==> config.mk <==
export PLATFORM = sky130hd
export DESIGN_NAME = cartridge_bank_mapper_irq_unit
export DESIGN_NICKNAME = d
export VERILOG_FILES = /design/src/cbmirq_pkg.sv /design/src/cartridge_bank_mapper_irq_unit.sv
export SDC_FILE = /design/constraint.sdc
export NUM_CORES = 1
export LEC_CHECK = 0
export ABC_AREA = 1
export CORE_MARGIN = 2
export CORE_UTILIZATION = 45
export CTS_CLUSTER_SIZE = 14
export DETAILED_ROUTE_END_ITERATION = 10
export DONT_BUFFER_PORTS = 1
export SYNTH_ARGS = -nofsm -noshare
export SYNTH_HDL_FRONTEND = slang
export SYNTH_SLANG_ARGS = --single-unit
export TNS_END_PERCENT = 30
==> constraint.sdc <==
create_clock -name clk -period 3.9 [get_ports clk]
set_clock_uncertainty 0.05 [all_clocks]
set_input_delay 0.585 -clock clk [delete_from_list [all_inputs] [get_ports clk]]
set_output_delay 0.585 -clock clk [all_outputs]
set_load 0.05 [all_outputs]
==> src/cbmirq_pkg.sv <==
`default_nettype none
package cbmirq_pkg;

  typedef logic [1:0]  kind_t;
  typedef logic [15:0] addr_t;
  typedef logic [7:0]  byte_t;
  typedef logic [16:0] offset_t;
  typedef logic [12:0] count_t;

  localparam kind_t KIND_WRITE  = 2'd0;
  localparam kind_t KIND_TICK   = 2'd1;
  localparam kind_t KIND_LOOKUP = 2'd2;

  localparam addr_t DECODE_MASK = 16'hD160;
  localparam addr_t DECODE_IRQ  = 16'h4120;
  localparam addr_t DECODE_BANK = 16'h4020;
  localparam addr_t DECODE_LO   = 16'h4020;
  localparam addr_t DECODE_HI   = 16'h5FFF;
  localparam addr_t MODE_ADDR   = 16'h8000;
  localparam addr_t LOOKUP_LO   = 16'h6000;

  localparam logic [2:0] FIXED_LOW_BANK = 3'h7;
  localparam logic [2:0] FIXED_TOP_BANK = 3'h3;

  // Program address to ROM offset; caller guarantees addr >= 0x6000.
  function automatic offset_t map_offset(addr_t addr, byte_t mode, logic [2:0] sbank);
    logic [2:0] p;
    logic [2:0] bank;
    offset_t    off;
    p    = {mode[3], mode[7], mode[5]};
    bank = FIXED_TOP_BANK;
    if (!addr[15]) begin
      off = {1'b0, FIXED_LOW_BANK, addr[12:0]};
    end else if (mode[3]) begin
      unique case (mode[7:6])
        2'd0:    off = {p, 1'b0, addr[12:0]};
        2'd1:    off = {p, addr[13:0]};
        default: off = {p[2:1], addr[14:0]};
      endcase
    end else begin
      unique case (addr[14:13])
        2'd0:    bank = 3'd0;
        2'd1:    bank = 3'd1;
        2'd2:    bank = sbank;
        default: bank = FIXED_TOP_BANK;
      endcase
      off = {1'b0, bank, addr[12:0]};
    end
    return off;
  endfunction

endpackage
`default_nettype wire

==> src/cartridge_bank_mapper_irq_unit.sv <==
// Each item passes through the input register and then the result register.
// Accepts one item per cycle unless in_stall; result reg decouples the two sides.
// in_stall rises only while both the input and result registers hold items
// and out_stall is high.
// Reset (synchronous, rst_n low) clears both valid flags and all mapper state.
`default_nettype none
module cartridge_bank_mapper_irq_unit (
  input  wire                   clk,
  input  wire                   rst_n,
  input  wire                   in_valid,
  output logic                  in_stall,
  input  cbmirq_pkg::kind_t     in_kind,
  input  cbmirq_pkg::addr_t     in_bus_address,
  input  cbmirq_pkg::byte_t     in_write_data,
  input  cbmirq_pkg::byte_t     in_cycle_count,
  output logic                  out_valid,
  input  wire                   out_stall,
  output cbmirq_pkg::offset_t   out_rom_offset,
  output logic                  out_offset_valid,
  output logic [1:0]            out_pattern_bank,
  output logic                  out_mirror_vertical,
  output logic                  out_irq_line
);
  import cbmirq_pkg::*;

  logic    s1_v_r;
  kind_t   s1_kind_r;
  addr_t   s1_addr_r;
  byte_t   s1_data_r;
  byte_t   s1_cyc_r;

  byte_t      mode_r,     mode_nxt;
  logic [2:0] sbank_r,    sbank_nxt;
  logic       irq_en_r,   irq_en_nxt;
  count_t     irq_cnt_r,  irq_cnt_nxt;
  logic       irq_pend_r, irq_pend_nxt;

  logic    out_v_r;
  offset_t off_r,   off_nxt;
  logic    offv_r,  offv_nxt;

  logic  s1_go;
  logic  in_take;
  addr_t sel;

  assign s1_go   = s1_v_r && (!out_v_r || !out_stall);
  assign in_stall = s1_v_r && out_v_r && out_stall;
  assign in_take = in_valid && !in_stall;
  assign sel     = s1_addr_r & DECODE_MASK;

  always_comb begin
    mode_nxt     = mode_r;
    sbank_nxt    = sbank_r;
    irq_en_nxt   = irq_en_r;
    irq_cnt_nxt  = irq_cnt_r;
    irq_pend_nxt = irq_pend_r;
    off_nxt      = '0;
    offv_nxt     = 1'b0;
    unique case (s1_kind_r)
      KIND_WRITE: begin
        if (s1_addr_r >= DECODE_LO && s1_addr_r <= DECODE_HI) begin
          if (sel == DECODE_IRQ) begin
            irq_en_nxt   = s1_data_r[0];
            irq_pend_nxt = 1'b0;
            if (!s1_data_r[0]) irq_cnt_nxt = '0;
          end else if (sel == DECODE_BANK) begin
            sbank_nxt = {s1_data_r[0], s1_data_r[2:1]};
          end
        end else if (s1_addr_r == MODE_ADDR) begin
          mode_nxt = s1_data_r;
        end
      end
      KIND_TICK: begin
        if (irq_en_r) begin
          // counter below 4096 means bit 12 still clear
          if (!irq_cnt_r[12]) begin
            irq_cnt_nxt = irq_cnt_r + count_t'(s1_cyc_r);
          end else begin
            irq_en_nxt   = 1'b0;
            irq_pend_nxt = 1'b1;
          end
        end
      end
      KIND_LOOKUP: begin
        if (s1_addr_r >= LOOKUP_LO) begin
          off_nxt  = map_offset(s1_addr_r, mode_r, sbank_r);
          offv_nxt = 1'b1;
        end
      end
      default: begin
      end
    endcase
  end

  always_ff @(posedge clk) begin
    if (!rst_n) begin
      s1_v_r     <= 1'b0;
      out_v_r    <= 1'b0;
      mode_r     <= '0;
      sbank_r    <= '0;
      irq_en_r   <= 1'b0;
      irq_cnt_r  <= '0;
      irq_pend_r <= 1'b0;
    end else begin
      if (!in_stall) s1_v_r <= in_valid;
      out_v_r <= s1_go || (out_v_r && out_stall);
      if (s1_go) begin
        mode_r     <= mode_nxt;
        sbank_r    <= sbank_nxt;
        irq_en_r   <= irq_en_nxt;
        irq_cnt_r  <= irq_cnt_nxt;
        irq_pend_r <= irq_pend_nxt;
      end
    end
  end

  always_ff @(posedge clk) begin
    if (in_take) begin
      s1_kind_r <= in_kind;
      s1_addr_r <= in_bus_address;
      s1_data_r <= in_write_data;
      s1_cyc_r  <= in_cycle_count;
    end
    if (s1_go) begin
      off_r  <= off_nxt;
      offv_r <= offv_nxt;
    end
  end

  assign out_valid           = out_v_r;
  assign out_rom_offset      = off_r;
  assign out_offset_valid    = offv_r;
  // status fields follow the state as left by the item in the result register
  assign out_pattern_bank    = mode_r[2:1];
  assign out_mirror_vertical = ~mode_r[2];
  assign out_irq_line        = irq_pend_r;

endmodule
`default_nettype wire

==> metrics.cfg <==
[clocking]
clockBufferDepth=2
htree_levels=3
cts-hold-fix-buffers=0
numCtsBuffers=9
postCtsSetupBuffers=0
cts_tree=built
clock-root-buffer=clkbuf_8
clkTransAtPathRegs_ns=0.08
cts_resized=0
worstSkewPairLatency_ns=0.35
clkSinkCount=77

[global_route]
grtUsageTotal_pct=16.22
grt_max_degree=34
grt_pass1_wl_um=10480
grt_pass1_vias=2266
antenna_found_initial=0
overflow=0

[routing]
drt_iter0_markers=111
postRouteAntennaNets=0
drt-met1-wl_um=2996
wl_met3_um=350
dr.pass1.iters=4
num_vias=2381
drt-total-wl_um=6247
drc=0
dr_wl_met2_um=2772
avgRoutedWirePerCell_um=13.21
viasPerCell=5.034
highest_layer=met4

[worst_setup_path]
required_ns=4.14
cp-start-kind=flip-flop
path_cells=ha_1, inv_1, fa_1, inv_1, nand2_1, nand3_1, nand2_1, o21ai_0, nand3_1, nor3_1, nor2_1, nor2_1
crit_type=reg -> reg
worst_path_max_delay_cell=o21ai_0
critPathArrivalTime_ns=2.50
path_max_fanout=4
setup.worst_path.end_class=flip-flop
cpPeakStageDelay_ns=0.39

[sta]
hold_viol=0
worst_slew_pin_slew_ns=0.7493
fin_setup_tns_ns=0
rsz0062_at_grt=false
slew_headroom_pct=49.94
finalSetupViolCount=0
fin_crit_ns=2.265
drv_slew=0
fmax_mhz=441.4
fin_crit_sh_pct=58.09

[layout]
diodes=0
finalInstanceArea_um2=3720
area_growth_pct=7.991
fin_util_pct=50.74
final_cell_mix=nand2_1 (57), nor2_1 (57), inv_1 (51), edfxtp_1 (51), dfxtp_1 (26)
drive_gt1_share_pct=8.556
fin_nets=416

[placement]
placed_cell_area_um2=3557
portBuffers=0
dp_hpwl_um=4445
place.gp.congestion=0.8110

[synthesis]
seq_area_frac_synth_pct=59.57
syn_inst=361
synth_mux_area_share_pct=0
synthXorXnorAreaFrac_pct=0
synthAdderAreaFrac_pct=3.487
syn_nets=408
synth_top_family_by_area=simple AND/OR/NAND/NOR gates
synth.lib_cells_used.distinct=32
synth_compound_area_share_pct=9.372
yosys_warnings=0
synth.avg_cell_area_um2=9.542
synth-simple-area-share_pct=20.92
synthesis.area_um2=3445
ys_seq_elements=77

[power]
p_leak_nw=1.520
p_per_area_nw_per_um2=417.3
peakVddDrop_v=0.0002105

[status]
status=completed

[floorplanning]
placementRows=31
die_y_um=91.49
fp.dieW_um=91.49
core_area_um2=7331
initial_utilization_pct=46.99
die_area_um2=8370
io_pins=62

[job]
drv_cap=0

[min_path]
worstHoldPathType=in -> reg

[cells by family after synthesis]
family / Yosys count
compound gates: 54
fa+ha+maj: 9
buf+inv: 59
flops: 77
simple gates: 162
[flip-flops by register name, indices dropped and copies added (netlist names), 2 cells and up]
register        flops
s1_cyc_r            8
s1_addr_r          16
out_rom_offset     17
sbank_r             3
s1_kind_r           2
s1_data_r           7
mode_r              6
irq_cnt_r          13
[final timing paths]
path                startpoint       endpoint  slack, ns  depth (start not counted)
max                s1_cyc_r[0]  irq_cnt_r[12]       1.63                         12
max reg2reg        s1_cyc_r[0]  irq_cnt_r[12]       1.63                         12
min          in_bus_address[3]   s1_addr_r[3]       0.28                          0
min reg2reg         sbank_r[0]     sbank_r[0]       0.41                          2
[metrics by stage]
step | setup slack, ns | hold slack [ns] | total power [mW] | std cells
floorplan | 1.324 | 0.3840 | 1.037 | 361
detailed placement | 1.621 | 0.4015 | 1.059 | 457
CTS | 1.587 | 0.2570 | 1.572 | 473
global placement | 1.641 | 0.3945 | 1.057 | 457
finish | 1.635 | 0.2766 | 1.552 | 473
global route | 1.333 | 0.2555 | 1.618 | 473
[power by group]
part	internal (mW)	switching, mW
clock	0.230	0.282
sequential	0.905	0.0432
combinational	0.0266	0.0642
total	1.16	0.390
[final cells by class]
type / instances / area (um2)
clock buffer: 12 / 135.1
clock inverter: 4 / 27.53
fill: 671 / 3611
inverter: 54 / 202.7
multi-input combinational: 225 / 1164
sequential: 77 / 2052
tap: 99 / 123.9
timing repair buffer: 2 / 15.01
[Yosys cell counts]
master     n  area share [%]
nand2_1   57             6.2
nor2_1    57             6.2
edfxtp_1  51              44
inv_1     51             5.6
dfxtp_1   26              15
a21oi_1   24             3.5
nand3_1   22             3.2
o21ai_0   15             2.2
ha_1       8             2.9
nand4_1    6             1.1
nor3_1     6            0.87
a211oi_1   5             1.1
clkbuf_1   3            0.33
inv_2      3            0.33
nor2_2     3            0.54
or2_2      3            0.54
a31oi_1    2            0.36
buf_4      2            0.44
nand2_2    2            0.36
nand3_2    2            0.58
o211ai_1   2            0.44
a21o_1     1            0.22
a21oi_4    1            0.47
fa_1       1            0.58
nand2_4    1            0.33
nor2_8     1            0.58
nor3b_1    1            0.22
o21ai_1    1            0.15
o21bai_1   1            0.22
o21bai_4   1            0.54
o31ai_1    1            0.22
or2_1      1            0.18
[critical path: cells and delay by family, from the launching register on]
| family | cells | cell delay, ns |
|---|---|---|
| AO/OA/AOI/OAI | 1 | 0.39 |
| adder cells (fa/ha/maj) | 2 | 0.57 |
| buffers and inverters | 2 | 0.14 |
| flip-flops | 1 | 0.34 |
| AND/OR/NAND/NOR | 7 | 0.71 |
[routing by layer]
layer	vias up	global-route usage [%]
met5	-	0
met4	0	8.333
met3	11	3.817
met2	67	25.00
met1	1084	21.27
li1	1219	-
(Power assumes the default switching activity.)
